==> src/rtl/srb_pkg.sv <==
// Shared types and constants of the sequence reorder buffer.
package srb_pkg;

    // Reorder window in frames. The slot of a frame is its index modulo the window,
    // so the window is kept a power of two.
    localparam int WINDOW = 16;
    localparam int SLOT_W = $clog2(WINDOW);

    // Field widths.
    localparam int IDX_W = 32;
    localparam int TAG_W = 32;
    localparam int STAT_W = 2;

    // Result status codes.
    localparam logic [STAT_W-1:0] ST_RELEASED = 2'd0;
    localparam logic [STAT_W-1:0] ST_LATE = 2'd1;
    localparam logic [STAT_W-1:0] ST_BEYOND = 2'd2;

    // Classification of an accepted frame.
    typedef logic [1:0] t_kind;
    localparam t_kind K_RELEASE = 2'd0;
    localparam t_kind K_LATE = 2'd1;
    localparam t_kind K_BEYOND = 2'd2;
    localparam t_kind K_BUFFER = 2'd3;

    // One classified frame on its way from the front end to the back end.
    typedef struct packed {
        t_kind kind;
        logic [IDX_W-1:0] index;
        logic [TAG_W-1:0] tag;
    } t_entry;

endpackage

==> src/rtl/srb_front.sv <==
// Front end: accepts frames and classifies them against the expected index.
module srb_front (
    input  logic                        i_clk,
    input  logic                        i_rst_n,
    input  logic                        i_cfg_we,
    input  logic                        i_s_tvalid,
    output logic                        o_s_tready,
    input  logic [63:0]                 i_s_tdata,
    input  logic [srb_pkg::IDX_W-1:0]   i_expected,
    input  logic                        i_release_done,
    input  logic                        i_q_full,
    output logic                        o_q_push,
    output srb_pkg::t_entry             o_q_entry
);

    logic                      r_rel_pending;
    logic                      n_rel_pending;
    logic [srb_pkg::IDX_W-1:0] seq_index;
    logic [srb_pkg::TAG_W-1:0] image_tag;
    logic [srb_pkg::IDX_W-1:0] ahead;
    srb_pkg::t_kind            kind;
    logic                      accept;

    assign seq_index = i_s_tdata[31:0];
    assign image_tag = i_s_tdata[63:32];

    // A release moves the expected index, so nothing new is classified until it drains.
    assign o_s_tready = !r_rel_pending && !i_q_full;
    assign accept = i_s_tvalid && o_s_tready;

    // Classify the frame by its distance from the expected index.
    assign ahead = seq_index - i_expected;
    always_comb begin
        if (seq_index < i_expected) begin
            kind = srb_pkg::K_LATE;
        end else if (ahead >= srb_pkg::IDX_W'(srb_pkg::WINDOW)) begin
            kind = srb_pkg::K_BEYOND;
        end else if (ahead != '0) begin
            kind = srb_pkg::K_BUFFER;
        end else begin
            kind = srb_pkg::K_RELEASE;
        end
    end

    assign o_q_push = accept;
    assign o_q_entry = '{kind: kind, index: seq_index, tag: image_tag};

    // Track the one release that may be in flight.
    always_comb begin
        n_rel_pending = r_rel_pending;
        if (accept && kind == srb_pkg::K_RELEASE) begin
            n_rel_pending = 1'b1;
        end else if (i_release_done) begin
            n_rel_pending = 1'b0;
        end
    end

    always_ff @(posedge i_clk) begin
        if (!i_rst_n || i_cfg_we) begin
            r_rel_pending <= 1'b0;
        end else begin
            r_rel_pending <= n_rel_pending;
        end
    end

endmodule

==> src/rtl/srb_queue.sv <==
// Two-entry queue of classified frames between the front and back ends.
module srb_queue (
    input  logic            i_clk,
    input  logic            i_rst_n,
    input  logic            i_clear,
    input  logic            i_push,
    input  srb_pkg::t_entry i_entry,
    input  logic            i_pop,
    output srb_pkg::t_entry o_entry,
    output logic            o_full,
    output logic            o_empty
);

    srb_pkg::t_entry r_mem [2];
    logic            r_wr_ptr;
    logic            r_rd_ptr;
    logic [1:0]      r_count;
    logic            do_push;
    logic            do_pop;

    assign o_full = (r_count == 2'd2);
    assign o_empty = (r_count == 2'd0);
    assign do_push = i_push && !o_full;
    assign do_pop = i_pop && !o_empty;
    assign o_entry = r_mem[r_rd_ptr];

    // Pointers and fill count.
    always_ff @(posedge i_clk) begin
        if (!i_rst_n || i_clear) begin
            r_wr_ptr <= 1'b0;
            r_rd_ptr <= 1'b0;
            r_count <= 2'd0;
        end else begin
            if (do_push) begin
                r_wr_ptr <= !r_wr_ptr;
            end
            if (do_pop) begin
                r_rd_ptr <= !r_rd_ptr;
            end
            case ({do_push, do_pop})
                2'b10: r_count <= r_count + 2'd1;
                2'b01: r_count <= r_count - 2'd1;
                default: r_count <= r_count;
            endcase
        end
    end

    // Entry storage.
    always_ff @(posedge i_clk) begin
        if (do_push) begin
            r_mem[r_wr_ptr] <= i_entry;
        end
    end

endmodule

==> src/rtl/srb_back.sv <==
// Back end: buffers frames in slots, issues results and drains in-order frames.
module srb_back (
    input  logic                        i_clk,
    input  logic                        i_rst_n,
    input  logic                        i_cfg_we,
    input  logic [srb_pkg::IDX_W-1:0]   i_cfg_wdata,
    input  srb_pkg::t_entry             i_q_entry,
    input  logic                        i_q_empty,
    output logic                        o_q_pop,
    output logic [srb_pkg::IDX_W-1:0]   o_expected,
    output logic                        o_release_done,
    output logic                        o_m_tvalid,
    input  logic                        i_m_tready,
    output logic [63:0]                 o_m_tdata,
    output logic [1:0]                  o_m_tuser,
    output logic                        o_m_tlast
);

    localparam logic S_IDLE = 1'b0;
    localparam logic S_DRAIN = 1'b1;

    logic                       r_state;
    logic                       n_state;
    logic [srb_pkg::IDX_W-1:0]  r_exp;
    logic [srb_pkg::IDX_W-1:0]  n_exp;
    logic [srb_pkg::WINDOW-1:0] r_slot_valid;
    logic [srb_pkg::WINDOW-1:0] n_slot_valid;
    logic [srb_pkg::TAG_W-1:0]  r_slot_tag [srb_pkg::WINDOW];

    logic                       r_out_valid;
    logic                       n_out_valid;
    logic [srb_pkg::IDX_W-1:0]  r_out_index;
    logic [srb_pkg::IDX_W-1:0]  n_out_index;
    logic [srb_pkg::TAG_W-1:0]  r_out_tag;
    logic [srb_pkg::TAG_W-1:0]  n_out_tag;
    logic [srb_pkg::STAT_W-1:0] r_out_status;
    logic [srb_pkg::STAT_W-1:0] n_out_status;
    logic                       r_out_last;
    logic                       n_out_last;

    logic                       out_free;
    logic                       load;
    logic                       tag_we;
    logic [srb_pkg::SLOT_W-1:0] tag_addr;
    logic [srb_pkg::IDX_W-1:0]  exp_p1;
    logic [srb_pkg::SLOT_W-1:0] s_cur;
    logic [srb_pkg::SLOT_W-1:0] s_nxt;

    assign exp_p1 = r_exp + srb_pkg::IDX_W'(1);
    assign s_cur = r_exp[srb_pkg::SLOT_W-1:0];
    assign s_nxt = exp_p1[srb_pkg::SLOT_W-1:0];
    assign tag_addr = i_q_entry.index[srb_pkg::SLOT_W-1:0];

    // The output register can take a new result when it is empty or being taken.
    assign out_free = !r_out_valid || i_m_tready;

    // Sequencer: one queue entry or one drained slot per cycle, but a result waits for a free output register.
    always_comb begin
        n_state = r_state;
        n_exp = r_exp;
        n_slot_valid = r_slot_valid;
        n_out_index = r_out_index;
        n_out_tag = r_out_tag;
        n_out_status = r_out_status;
        n_out_last = r_out_last;
        o_q_pop = 1'b0;
        o_release_done = 1'b0;
        tag_we = 1'b0;
        load = 1'b0;

        case (r_state)
            S_IDLE: begin
                if (!i_q_empty) begin
                    case (i_q_entry.kind)
                        srb_pkg::K_BUFFER: begin
                            // Hold the frame; a duplicate overwrites the slot.
                            o_q_pop = 1'b1;
                            tag_we = 1'b1;
                            n_slot_valid[tag_addr] = 1'b1;
                        end
                        srb_pkg::K_LATE, srb_pkg::K_BEYOND: begin
                            if (out_free) begin
                                o_q_pop = 1'b1;
                                load = 1'b1;
                                n_out_index = i_q_entry.index;
                                n_out_tag = i_q_entry.tag;
                                n_out_status = (i_q_entry.kind == srb_pkg::K_LATE) ?
                                    srb_pkg::ST_LATE : srb_pkg::ST_BEYOND;
                                n_out_last = 1'b1;
                            end
                        end
                        default: begin
                            // In-order frame: release it and look at the next slot.
                            if (out_free) begin
                                o_q_pop = 1'b1;
                                load = 1'b1;
                                n_out_index = i_q_entry.index;
                                n_out_tag = i_q_entry.tag;
                                n_out_status = srb_pkg::ST_RELEASED;
                                n_out_last = !r_slot_valid[s_nxt];
                                n_exp = exp_p1;
                                if (r_slot_valid[s_nxt]) begin
                                    n_state = S_DRAIN;
                                end else begin
                                    o_release_done = 1'b1;
                                end
                            end
                        end
                    endcase
                end
            end
            default: begin
                // Drain the buffered frame at the expected index.
                if (out_free) begin
                    load = 1'b1;
                    n_out_index = r_exp;
                    n_out_tag = r_slot_tag[s_cur];
                    n_out_status = srb_pkg::ST_RELEASED;
                    n_out_last = !r_slot_valid[s_nxt];
                    n_slot_valid[s_cur] = 1'b0;
                    n_exp = exp_p1;
                    if (!r_slot_valid[s_nxt]) begin
                        n_state = S_IDLE;
                        o_release_done = 1'b1;
                    end
                end
            end
        endcase

        n_out_valid = load || (r_out_valid && !i_m_tready);
    end

    // Control state; a configuration write reloads the expected index.
    always_ff @(posedge i_clk) begin
        if (!i_rst_n) begin
            r_state <= S_IDLE;
            r_exp <= '0;
            r_slot_valid <= '0;
            r_out_valid <= 1'b0;
        end else if (i_cfg_we) begin
            r_state <= S_IDLE;
            r_exp <= i_cfg_wdata;
            r_slot_valid <= '0;
            r_out_valid <= 1'b0;
        end else begin
            r_state <= n_state;
            r_exp <= n_exp;
            r_slot_valid <= n_slot_valid;
            r_out_valid <= n_out_valid;
        end
    end

    // Slot handles and the result register.
    always_ff @(posedge i_clk) begin
        if (tag_we) begin
            r_slot_tag[tag_addr] <= i_q_entry.tag;
        end
        r_out_index <= n_out_index;
        r_out_tag <= n_out_tag;
        r_out_status <= n_out_status;
        r_out_last <= n_out_last;
    end

    assign o_expected = r_exp;
    assign o_m_tvalid = r_out_valid;
    assign o_m_tdata = {r_out_tag, r_out_index};
    assign o_m_tuser = r_out_status;
    assign o_m_tlast = r_out_last;

endmodule

==> src/rtl/sequence_reorder_buffer.sv <==
// Top level of the sequence reorder buffer: front end, queue and back end.
//
//  Channel  Direction  Content
//  s        in         tdata = seq_index, image_tag
//  m        out        tdata = out_index, out_tag; tuser = status; tlast = last
//  cfg      in         i_cfg_wdata = first_index, written when i_cfg_we is high
//
// The front end takes one frame per cycle while the two-entry queue has room.
// The back end handles one queue entry or drained frame per cycle, but a result waits
// for a free output register. A release occupies the back end until its drain ends.
// After an in-order frame the input stalls until its drain has finished.
// Reset and a first_index write clear all slots and reload the expected index.
// A stalled output holds its result while the front end keeps filling the queue.
module sequence_reorder_buffer (
    input  logic        i_clk,
    input  logic        i_rst_n,
    input  logic        i_cfg_we,
    input  logic [31:0] i_cfg_wdata,
    input  logic        i_s_tvalid,
    output logic        o_s_tready,
    input  logic [63:0] i_s_tdata,   // [31:0] seq_index, [63:32] image_tag
    output logic        o_m_tvalid,
    input  logic        i_m_tready,
    output logic [63:0] o_m_tdata,   // [31:0] out_index, [63:32] out_tag
    output logic [1:0]  o_m_tuser,   // [1:0] status
    output logic        o_m_tlast
);

    srb_pkg::t_entry           push_entry;
    srb_pkg::t_entry           head_entry;
    logic                      q_push;
    logic                      q_pop;
    logic                      q_full;
    logic                      q_empty;
    logic                      release_done;
    logic [srb_pkg::IDX_W-1:0] expected;

    // Accept and classify frames.
    srb_front u_front (
        .i_clk          (i_clk),
        .i_rst_n        (i_rst_n),
        .i_cfg_we       (i_cfg_we),
        .i_s_tvalid     (i_s_tvalid),
        .o_s_tready     (o_s_tready),
        .i_s_tdata      (i_s_tdata),
        .i_expected     (expected),
        .i_release_done (release_done),
        .i_q_full       (q_full),
        .o_q_push       (q_push),
        .o_q_entry      (push_entry)
    );

    // Decouple classification from execution.
    srb_queue u_queue (
        .i_clk   (i_clk),
        .i_rst_n (i_rst_n),
        .i_clear (i_cfg_we),
        .i_push  (q_push),
        .i_entry (push_entry),
        .i_pop   (q_pop),
        .o_entry (head_entry),
        .o_full  (q_full),
        .o_empty (q_empty)
    );

    // Buffer, release and drain.
    srb_back u_back (
        .i_clk          (i_clk),
        .i_rst_n        (i_rst_n),
        .i_cfg_we       (i_cfg_we),
        .i_cfg_wdata    (i_cfg_wdata),
        .i_q_entry      (head_entry),
        .i_q_empty      (q_empty),
        .o_q_pop        (q_pop),
        .o_expected     (expected),
        .o_release_done (release_done),
        .o_m_tvalid     (o_m_tvalid),
        .i_m_tready     (i_m_tready),
        .o_m_tdata      (o_m_tdata),
        .o_m_tuser      (o_m_tuser),
        .o_m_tlast      (o_m_tlast)
    );

endmodule

==> config.mk <==
export PLATFORM = sky130hd
export DESIGN_NAME = sequence_reorder_buffer
export DESIGN_NICKNAME = d
export VERILOG_FILES = /design/src/rtl/srb_pkg.sv /design/src/rtl/srb_front.sv /design/src/rtl/srb_queue.sv /design/src/rtl/srb_back.sv /design/src/rtl/sequence_reorder_buffer.sv
export SDC_FILE = /design/constraint.sdc
export NUM_CORES = 1
export LEC_CHECK = 0
export BUFFER_PORTS_ARGS = -buffer_cell sky130_fd_sc_hd__buf_2
export CAP_MARGIN = 0
export CORE_MARGIN = 2
export CORE_UTILIZATION = 63
export CTS_BUF_LIST = sky130_fd_sc_hd__clkbuf_8
export CTS_CLUSTER_DIAMETER = 100
export DETAILED_ROUTE_END_ITERATION = 16
export PLACE_DENSITY_LB_ADDON = 0.25
export RECOVER_POWER = 100
export SLEW_MARGIN = 10
export SYNTH_ARGS = -nofsm -noshare
export SYNTH_HDL_FRONTEND = slang
export SYNTH_SLANG_ARGS = --single-unit
==> constraint.sdc <==
create_clock -name i_clk -period 7.1 [get_ports i_clk]
set_input_delay 0.355 -clock i_clk [delete_from_list [all_inputs] [get_ports i_clk]]
set_output_delay 0.355 -clock i_clk [all_outputs]
set_load 0.01 [all_outputs]
==> impl_metrics.env, run 1 <==
export IMPL_clock_path_buffers=3
export IMPL_syn_nets=1942
export IMPL_violations="max-capacitance violations, max-slew violations"
export IMPL_combPwrFrac=0.088
export IMPL_netlist_area_sq_mm=0.0318
export IMPL_p_switching_mw=2.20
export IMPL_clk_latency_ns=0.72
export IMPL_hold_class="primary input to flip-flop"
export IMPL_fp_dieW_microns=229
export IMPL_fin_crit_ns=5.31
export IMPL_wl_per_cell_microns=24.1
export IMPL_crit_top_cell="nor2_1"
export IMPL_drt_initial_drc_count=1597
export IMPL_portBuffers=169
export IMPL_synth_seq_cells=771
export IMPL_leakagePower_nw=11.8
export IMPL_ir_drop_v=0.000193
export IMPL_vias=17700
export IMPL_totalWireLength_microns=69600
export IMPL_max_stage_delay_ns=1.79
export IMPL_fin_worst_skew_ns=0.0371
export IMPL_synth_ff_type="edfxtp_1"
export IMPL_track_usage=0.272
export IMPL_cpMaxStageDelayCell="dfxtp_1"
export IMPL_finalCritPeriodShare=0.748
export IMPL_crit_buf_inv=2
export IMPL_syn_inst=1801
export IMPL_power_frac_seq=0.546
export IMPL_whs_path_depth=4
export IMPL_ys_async_sr_fraction=0
export IMPL_drv_cap=5
export IMPL_grt_setup_unrepaired="no"
export IMPL_yosys_top_cells_area="edfxtp_1, mux4_2, dfxtp_1"
export IMPL_die_area_sq_mm=0.0523
export IMPL_powerDensity_mw_per_mm2=262
export IMPL_drt_vias_per_instance=6.11
export IMPL_crit_fanout=34
export IMPL_path_delay_family="simple AND/OR/NAND/NOR gates"
export IMPL_initial_core_util=0.636
export IMPL_drive_above_1_share=0.199
export IMPL_grt_pass1_vias=18600
export IMPL_ys_top_cells_by_count="edfxtp_1, mux4_2, nand2_1"
export IMPL_hp_start="i_cfg_wdata[3]"
export IMPL_crit_required_ns=7.69
export IMPL_place_congestion=0.874
export IMPL_worst_pin_slew_ns=3.80
export IMPL_yosys_warnings=0
export IMPL_postRouteAntennaNets=0
export IMPL_root_buffer="clkbuf_8"
export IMPL_dr_pass1_iters=6
export IMPL_drc=0
export IMPL_hold_slack_ns=0.0770
export IMPL_regToRegEndpoint="u_back.r_slot_valid[11]"
export IMPL_n_fill_cell=3009
export IMPL_r2r_cells=9
export IMPL_cts_clk_slew_worst_paths_ns=0.06
export IMPL_core_area_sq_mm=0.0500
export IMPL_finalSetupTns_ns=0
export IMPL_synth_seq_area_share=0.709
export IMPL_cts_resized=0
export IMPL_end_kind="flip-flop"
export IMPL_internal_power_mw=7.32
export IMPL_finalNetCount=2262
export IMPL_swShare=0.231
export IMPL_p_clk_frac=0.366
export IMPL_ctsHtreeMaxLevel=3
export IMPL_finalSetupViolations=0
export IMPL_ioPinCount=170
export IMPL_fmax_mhz=188
export IMPL_fp_row_count=82
export IMPL_worstPathCellList="mux2i_1, inv_1, ha_1, nor3b_1, nand2b_1, nor2_1, buf_4, nor2_1, a211oi_1"
export IMPL_area_growth_pct=14.4
export IMPL_critPathArrivalTime_ns=5.90
export IMPL_crit_type="flip-flop to flip-flop"
export IMPL_cp_start_kind="flip-flop"
export IMPL_synth_top_area_cell="edfxtp_1"
export IMPL_antenna_found_initial=4
export IMPL_hold_viol_final=0
export IMPL_gr_total_overflow=0
export IMPL_r2r_slack_ns=1.79
export IMPL_outcome="complete, but fails checks"
export IMPL_synth_most_common_cell="edfxtp_1"
export IMPL_slew_headroom=-1.53
export IMPL_synth_cell_types=74
export IMPL_postSynthAreaPerCell_sq_um=17.7
export IMPL_cts_sinks=771
export IMPL_tritoncts="yes"
export IMPL_postCtsSetupRepairBufs=0
export IMPL_slew_viol_final=251
export IMPL_synth_edf_count=711
export IMPL_grt_pass1_wl_microns=107000
export IMPL_cts_made_buffers=116
export IMPL_grt_max_degree=77
export IMPL_synth_top_cell_area_share=0.671
export IMPL_die_h_microns=229
export IMPL_dp_hpwl_microns=40200
[worst max-delay path by stage]
stage / from / end / slack (ns) / depth (start not counted)
after floorplan: flip-flop / u_back.r_out_index[0] / 1.68 / 9
after global placement: flip-flop / u_back.r_slot_tag[8][6] / 3.19 / 6
after detailed placement: flip-flop / u_back.r_slot_valid[8] / 2.99 / 8
after CTS: flip-flop / u_back.r_slot_valid[8] / 2.98 / 8
after global routing: flip-flop / u_back.r_slot_valid[8] / 1.36 / 8
final: flip-flop / u_back.r_slot_valid[11] / 1.79 / 9
[area by class of cell]
| type | count | area (sq um) | share of cell area |
|---|---|---|---|
| clock inverter | 88 | 533 | 0.0146 |
| clock buffer | 125 | 1720 | 0.0473 |
| multi-input combinational | 898 | 8720 | 0.240 |
| antenna | 5 | 12.5 | 0.000344 |
| timing repair buffer | 286 | 1810 | 0.0499 |
| tap | 672 | 841 | 0.0231 |
| sequential | 771 | 22600 | 0.620 |
| inverter | 48 | 180 | 0.00495 |
[metrics by stage]
stage          power, mW  utilization  area, sq um  cells  setup slack (ns)
6_report            9.52        0.728        36400   2893              1.79
5_1_grt             9.85        0.728        36400   2893              1.36
2_1_floorplan       5.83            -        31800   1801              1.68
3_5_place_dp        6.09        0.668        33400   2580              2.99
4_1_cts             9.58        0.732        36600   2888              2.98
3_3_place_gp        6.06        0.668        33400   2580              3.19
[repair_timing]
item,CTS,global route
endpoints found under the hold margin,162,0
hold buffers,95,0
endpoints found under the setup margin,0,0
[cell families (layout without fill, tap and decap cells)]
group           Yosys count  after routing  synth area share
buf+inv                 132            547            0.0188
xor+xnor                 53             53            0.0146
mux                     262            262             0.150
simple gates            319            319            0.0469
other cells               0              5                 0
compound gates          224            224            0.0447
fa+ha+maj                40             40            0.0157
flops                   771            771             0.709
[cell usage in the layout, fill, tap and decap left out, types with 33 or more instances in the layout]
| cell | n |
|---|---|
| mux2_1 | 36 |
| nor2_1 | 63 |
| dfxtp_1 | 56 |
| clkbuf_8 | 125 |
| ha_1 | 40 |
| xnor2_1 | 44 |
| buf_2 | 45 |
| o21ai_0 | 90 |
| inv_1 | 91 |
| nand2_1 | 121 |
| dlygate4sd3_1 | 95 |
| clkbuf_1 | 124 |
| mux4_2 | 165 |
| a21oi_1 | 51 |
| edfxtp_1 | 711 |
| mux2i_1 | 33 |
[per-layer routing]
| metal | vias up | track usage | share of wire |
|---|---|---|---|
| met4 | 0 | 0.0976 | 0.028 |
| li1 | 7816 | - | - |
| met2 | 809 | 0.444 | 0.49 |
| met1 | 8924 | 0.373 | 0.40 |
| met5 | - | 0 | 0 |
| met3 | 140 | 0.0519 | 0.076 |
[registers in the layout (all words and copies together), names as in the netlist, named ones only]
name	count
u_back.r_slot_tag	512
u_queue.r_mem	132
u_back.o_expected	32
u_back.r_out_index	32
u_back.r_out_tag	32
u_back.r_slot_valid	16
u_back.o_m_tuser	2
u_queue.r_count	2
u_back.o_m_tlast	1
u_back.o_m_tvalid	1
u_back.r_state	1
u_front.r_rel_pending	1
u_queue.r_rd_ptr	1
u_queue.r_wr_ptr	1
[worst register-to-register path, stage by stage (launching register included)]
cell,delay [ns]
dfxtp_1,1.79
mux2i_1,0.38
inv_1,0.14
ha_1,0.19
nor3b_1,0.63
nand2b_1,0.28
nor2_1,0.92
buf_4,0.57
nor2_1,0.11
a211oi_1,0.21
[power by group through the flow]
stage | clock, mW | combinational (mW) | sequential [mW]
after global placement | 0 | 0.783 | 5.28
final | 3.48 | 0.840 | 5.19
after global routing | 3.73 | 0.913 | 5.20
after detailed placement | 0 | 0.805 | 5.28
after floorplan | 0 | 0.576 | 5.26
after CTS | 3.54 | 0.850 | 5.19
Power figures use the tool's default switching activity.
==> run 2: changes to the inputs <==
--- a/config.mk
+++ b/config.mk
@@ -8,7 +8,7 @@
 export BUFFER_PORTS_ARGS = -buffer_cell sky130_fd_sc_hd__buf_2
 export CAP_MARGIN = 0
 export CORE_MARGIN = 2
-export CORE_UTILIZATION = 63
+export CORE_UTILIZATION = 57
 export CTS_BUF_LIST = sky130_fd_sc_hd__clkbuf_8
 export CTS_CLUSTER_DIAMETER = 100
 export DETAILED_ROUTE_END_ITERATION = 16
==> constraint.sdc (replaced) <==
create_clock -name i_clk -period 4.74 [get_ports i_clk]
set_input_delay 0.237 -clock i_clk [delete_from_list [all_inputs] [get_ports i_clk]]
set_output_delay 0.237 -clock i_clk [all_outputs]
set_load 0.01 [all_outputs]
==> run 2 against run 1 <==
Against the previous run:
- the flow still finishes with violations (max-capacitance violations, max-slew violations)
- cell count rose by 3.5%
- routed wire length fell by 0.89%
- flip-flop and latch count did not move
- final area rose by 0.68%
- critical path depth fell by 2
- register-to-register slack got worse by 1.3 ns
- count of clock-buffer cells in the layout fell by 3
- clock skew fell by 0.0056 ns
- via count rose by 0.39%
- combinational power rose by 51%
- critical path type unchanged
==> impl_metrics.env, run 2 (synthesized netlist as in run 1, its figures left out) <==
export IMPL_dr_pass1_iters=6
export IMPL_hold_viol_final=0
export IMPL_worstPathCellList="mux2i_1, inv_1, ha_1, nor2_1, nor2_1, nor2_1, buf_2"
export IMPL_die_h_microns=240
export IMPL_fin_worst_skew_ns=0.0315
export IMPL_crit_buf_inv=2
export IMPL_cpMaxStageDelayCell="buf_2"
export IMPL_hold_class="primary input to flip-flop"
export IMPL_fin_crit_ns=4.22
export IMPL_grt_max_degree=87
export IMPL_finalSetupViolations=0
export IMPL_antenna_found_initial=3
export IMPL_cp_start_kind="flip-flop"
export IMPL_ioPinCount=170
export IMPL_clock_path_buffers=3
export IMPL_ctsHtreeMaxLevel=3
export IMPL_track_usage=0.245
export IMPL_final_common_cell="edfxtp_1"
export IMPL_vias=17800
export IMPL_wl_per_cell_microns=23.0
export IMPL_end_kind="flip-flop"
export IMPL_leakagePower_nw=11.9
export IMPL_powerDensity_mw_per_mm2=395
export IMPL_crit_top_cell="nor2_1"
export IMPL_n_fill_cell=3795
export IMPL_cts_sinks=771
export IMPL_largestRegisters="u_back.r_slot_tag x512, u_queue.r_mem x132"
export IMPL_slew_headroom=-0.892
export IMPL_tritoncts="yes"
export IMPL_clk_latency_ns=0.72
export IMPL_grt_setup_unrepaired="no"
export IMPL_worst_pin_slew_ns=2.83
export IMPL_regMostFlops="u_back.r_slot_tag"
export IMPL_crit_type="flip-flop to flip-flop"
export IMPL_finalCritPeriodShare=0.890
export IMPL_fmax_mhz=237
export IMPL_fp_row_count=86
export IMPL_outcome="complete, but fails checks"
export IMPL_gr_total_overflow=0
export IMPL_die_area_sq_mm=0.0577
export IMPL_portBuffers=169
export IMPL_crit_required_ns=5.04
export IMPL_p_total_mw=14.5
export IMPL_postCtsSetupRepairBufs=0
export IMPL_cts_made_buffers=120
export IMPL_fin_cells=2994
export IMPL_drc=0
export IMPL_drt_vias_per_instance=5.93
export IMPL_crit_fanout=49
export IMPL_cts_resized=0
export IMPL_totalWireLength_microns=69000
export IMPL_postRouteAntennaNets=0
export IMPL_finalSetupTns_ns=0
export IMPL_area_growth_pct=15.2
export IMPL_drive_above_1_share=0.195
export IMPL_drv_cap=11
export IMPL_fp_dieW_microns=240
export IMPL_drt_initial_drc_count=1398
export IMPL_core_area_sq_mm=0.0551
export IMPL_critPathArrivalTime_ns=4.51
export IMPL_max_stage_delay_ns=1.29
export IMPL_grt_pass1_vias=18300
export IMPL_grt_pass1_wl_microns=105000
export IMPL_slew_viol_final=323
export IMPL_initial_core_util=0.577
export IMPL_largest_reg_flops=512
export IMPL_final_util=0.665
export IMPL_root_buffer="clkbuf_8"
export IMPL_cts_clk_slew_worst_paths_ns=0.06
export IMPL_cts_hold_buf=98
export IMPL_path_delay_family="simple AND/OR/NAND/NOR gates"
export IMPL_violations="max-capacitance violations, max-slew violations"
export IMPL_dp_hpwl_microns=40800
export IMPL_finalNetCount=2281
export IMPL_dp_cells=2668
export IMPL_layout_common_cells="edfxtp_1, mux4_2, clkbuf_1, clkbuf_8, nand2_1"
export IMPL_place_congestion=0.924
export IMPL_ir_drop_v=0.000245
-- run 2: cell types whose count changed in the layout (fill, tap and decap cells not counted), sizes merged --
cell	change
clkinv	+15
diode	-4
buf	-7
bufinv	+3
dlygate4sd3	+3
clkbuf	+16
clkinvlp	-1
-- run 2: per-stage QoR --
stage          instance area, sq um  hold slack [ns]  worst slack (ns)
2_1_floorplan                 31800            0.336             0.217
3_3_place_gp                  33700            0.424              1.32
3_5_place_dp                  33700            0.429              1.03
4_1_cts                       37000           0.0147             0.989
5_1_grt                       36600           0.0791             0.301
6_report                      36600           0.0930             0.522
-- run 2: final cells by class --
class                      instances  area, sq um  share of cell area
multi-input combinational        898         8680               0.237
tap                              748          936              0.0255
timing repair buffer             301         1920              0.0523
sequential                       771        22600               0.616
antenna                            1         2.50           0.0000683
inverter                          48          180             0.00492
clock inverter                   105          682              0.0186
clock buffer                     122         1680              0.0458
-- run 2: worst register-to-register path: stages (launching register included) --
cell and delay (ns):
dfxtp_1 0.40, mux2i_1 0.35, inv_1 0.08, ha_1 0.21, nor2_1 0.18, nor2_1 0.09
nor2_1 1.16, buf_2 1.29
-- run 2: report_power, final --
part | internal [mW] | switching, mW
combinational | 0.541 | 0.733
sequential | 7.67 | 0.0914
clock | 2.89 | 2.54
-- run 2: path summary, 6_finish.rpt --
check / slack (ns) / end / start / cells after the start
hold reg to reg: 0.50 / u_back.r_slot_valid[7] / u_back.r_slot_valid[7] / 2
hold / removal: 0.09 / u_back.o_expected[26] / i_rst_n / 2
setup / recovery: 0.52 / u_back.r_out_tag[10] / flip-flop / 7
setup reg to reg: 0.52 / u_back.r_out_tag[10] / flip-flop / 7
-- run 2: metal layers --
metal  share of wire  up-vias  track usage
met5         0.00035        -            0
met2            0.49      732        0.393
met4           0.025        4       0.0875
met1            0.42     9034        0.344
met3           0.069      121       0.0429
li1                -     7867            -
==> run 3: changes to the inputs <==
--- a/config.mk
+++ b/config.mk
@@ -7,7 +7,6 @@
 export LEC_CHECK = 0
 export BUFFER_PORTS_ARGS = -buffer_cell sky130_fd_sc_hd__buf_2
 export CAP_MARGIN = 0
-export CORE_MARGIN = 2
 export CORE_UTILIZATION = 57
 export CTS_BUF_LIST = sky130_fd_sc_hd__clkbuf_8
 export CTS_CLUSTER_DIAMETER = 100
==> run 3 against run 2 <==
Against the previous run:
- the run still ends with max-capacitance violations, max-slew violations left
- critical path depth did not move
- routed wire length rose by 2.9%
- via count barely moved
- global-route usage rose by 0.83 points
- die area fell by 1.7%
- power fell by 2.1%
- first-iteration DRC count rose by 3.9%
- setup slack improved by 0.073 ns
- largest cell class unchanged
- largest power group unchanged
==> impl_metrics.env, run 3 (synthesized netlist as in run 1, its figures left out) <==
export IMPL_outcome="complete, but fails checks"
export IMPL_violations="max-capacitance violations, max-slew violations"
export IMPL_place_congestion=0.873
export IMPL_ioPinCount=170
export IMPL_slew_headroom=-0.447
export IMPL_hold_slack_ns=0.0814
export IMPL_r2r_cells=7
export IMPL_powerDensity_mw_per_mm2=387
export IMPL_worstPathCellList="mux2i_1, inv_1, ha_1, nor3b_1, nand2_1, nor2_1, clkbuf_2"
export IMPL_fmax_mhz=241
export IMPL_fin_crit_ns=4.15
export IMPL_drt_initial_drc_count=1453
export IMPL_clock_path_buffers=3
export IMPL_gr_total_overflow=0
export IMPL_fin_worst_skew_ns=0.0312
export IMPL_regMostFlops="u_back.r_slot_tag"
export IMPL_place_area_sq_mm=0.0337
export IMPL_path_depth=7
export IMPL_largestRegisters="u_back.r_slot_tag x512, u_queue.r_mem x132"
export IMPL_antenna_found_initial=3
export IMPL_fp_dieW_microns=238
export IMPL_vias=17800
export IMPL_fin_cells=2991
export IMPL_finalCritPeriodShare=0.875
export IMPL_initial_core_util=0.577
export IMPL_root_buffer="clkbuf_8"
export IMPL_worst_pin_slew_ns=2.17
export IMPL_crit_type="flip-flop to flip-flop"
export IMPL_crit_required_ns=5.07
export IMPL_fp_row_count=86
export IMPL_drc=0
export IMPL_hp_start="i_rst_n"
export IMPL_final_common_cell="edfxtp_1"
export IMPL_finalSetupTns_ns=0
export IMPL_crit_buf_inv=2
export IMPL_cts_resized=0
export IMPL_leakagePower_nw=11.8
export IMPL_portBuffers=169
export IMPL_cts_clk_slew_worst_paths_ns=0.06
export IMPL_pre_cts_ws_ns=0.954
export IMPL_grt_max_degree=84
export IMPL_slew_viol_final=285
export IMPL_setup_ws_ns=0.595
export IMPL_ir_drop_v=0.000243
export IMPL_max_stage_delay_ns=0.94
export IMPL_critPathArrivalTime_ns=4.48
export IMPL_largest_reg_flops=512
export IMPL_finalNetCount=2286
export IMPL_whs_path_depth=2
export IMPL_dp_hpwl_microns=42200
export IMPL_path_delay_family="simple AND/OR/NAND/NOR gates"
export IMPL_grt_pass1_wl_microns=107000
export IMPL_post_route_cell_area_sq_mm=0.0366
export IMPL_regToRegEndpoint="u_back.r_slot_tag[1][3]"
export IMPL_layout_common_cells="edfxtp_1, mux4_2, clkbuf_1, clkbuf_8, nand2_1"
export IMPL_dp_cells=2675
export IMPL_cp_start_kind="flip-flop"
export IMPL_crit_fanout=43
export IMPL_postCtsSetupRepairBufs=0
export IMPL_hold_viol_final=0
export IMPL_tritoncts="yes"
export IMPL_area_growth_pct=15.1
export IMPL_final_util=0.665
export IMPL_clk_latency_ns=0.74
export IMPL_grt_pass1_vias=18400
export IMPL_grt_setup_unrepaired="no"
export IMPL_drt_vias_per_instance=5.94
export IMPL_cts_sinks=771
export IMPL_finalSetupViolations=0
export IMPL_wl_per_cell_microns=23.7
export IMPL_ctsHtreeMaxLevel=3
export IMPL_die_h_microns=238
export IMPL_r2r_slack_ns=0.59
export IMPL_die_area_sq_mm=0.0567
export IMPL_track_usage=0.254
export IMPL_drv_cap=8
export IMPL_p_total_mw=14.2
export IMPL_drive_above_1_share=0.200
export IMPL_endpoint="u_back.r_slot_tag[1][3]"
export IMPL_core_area_sq_mm=0.0551
export IMPL_end_kind="flip-flop"
export IMPL_cpMaxStageDelayCell="clkbuf_2"
export IMPL_cts_made_buffers=118
export IMPL_dr_pass1_iters=5
export IMPL_totalWireLength_microns=71000
export IMPL_postRouteAntennaNets=0
export IMPL_hold_class="primary input to flip-flop"
==> run 3: changes by cell type in the layout (fill, tap and decap cells not counted), sizes merged <==
cell    change
clkbuf      +5
buf         +7
bufinv      -7
diode       +1
inv         +5
clkinv     -14
==> run 3: final cells by class <==
cell class / instances / area [sq um]
clock buffer: 127 / 1750
sequential: 771 / 22600
clock inverter: 89 / 474
fill: 3798 / 18500
antenna: 2 / 5.00
timing repair buffer: 308 / 1970
multi-input combinational: 898 / 8730
tap: 748 / 936
inverter: 48 / 180
==> run 3: worst min-delay path by stage <==
stage                                       end  slack [ns]
after detailed placement   u_queue.r_mem[1][18]        0.43
after CTS                 u_back.o_expected[26]       0.005
after global routing      u_back.o_expected[24]        0.06
after floorplan             u_queue.r_mem[0][0]        0.34
after global placement     u_queue.r_mem[0][13]        0.42
final                     u_back.o_expected[26]        0.08
==> run 3: metal layers <==
metal / global-route usage / vias up / part of all wire
li1: - / 7890 / -
met1: 0.351 / 9056 / 0.42
met5: 0 / - / 0.00017
met3: 0.0418 / 132 / 0.065
met2: 0.412 / 688 / 0.49
met4: 0.0901 / 2 / 0.025
==> run 3: worst register-to-register path, delay by kind of cell (launching register included) <==
family | cells | cell delay (ns)
and+or+nand+nor | 3 | 1.52
adders and majority gates | 1 | 0.18
buffers and inverters | 2 | 1.06
muxes | 1 | 0.21
DFF | 1 | 0.75
==> run 3: repair_timing <==
action	4_1_cts	5_1_grt
hold buffers	98	0
hold endpoints to repair	166	0
setup endpoints to repair	0	0
==> run 3: power breakdown <==
group	internal [mW]	total [mW]	switching, mW	leakage [nW]
clock network	2.59	5.12	2.53	1.31
logic	0.535	1.27	0.733	3.58
registers	7.67	7.77	0.103	6.94
total	10.8	14.2	3.37	11.8
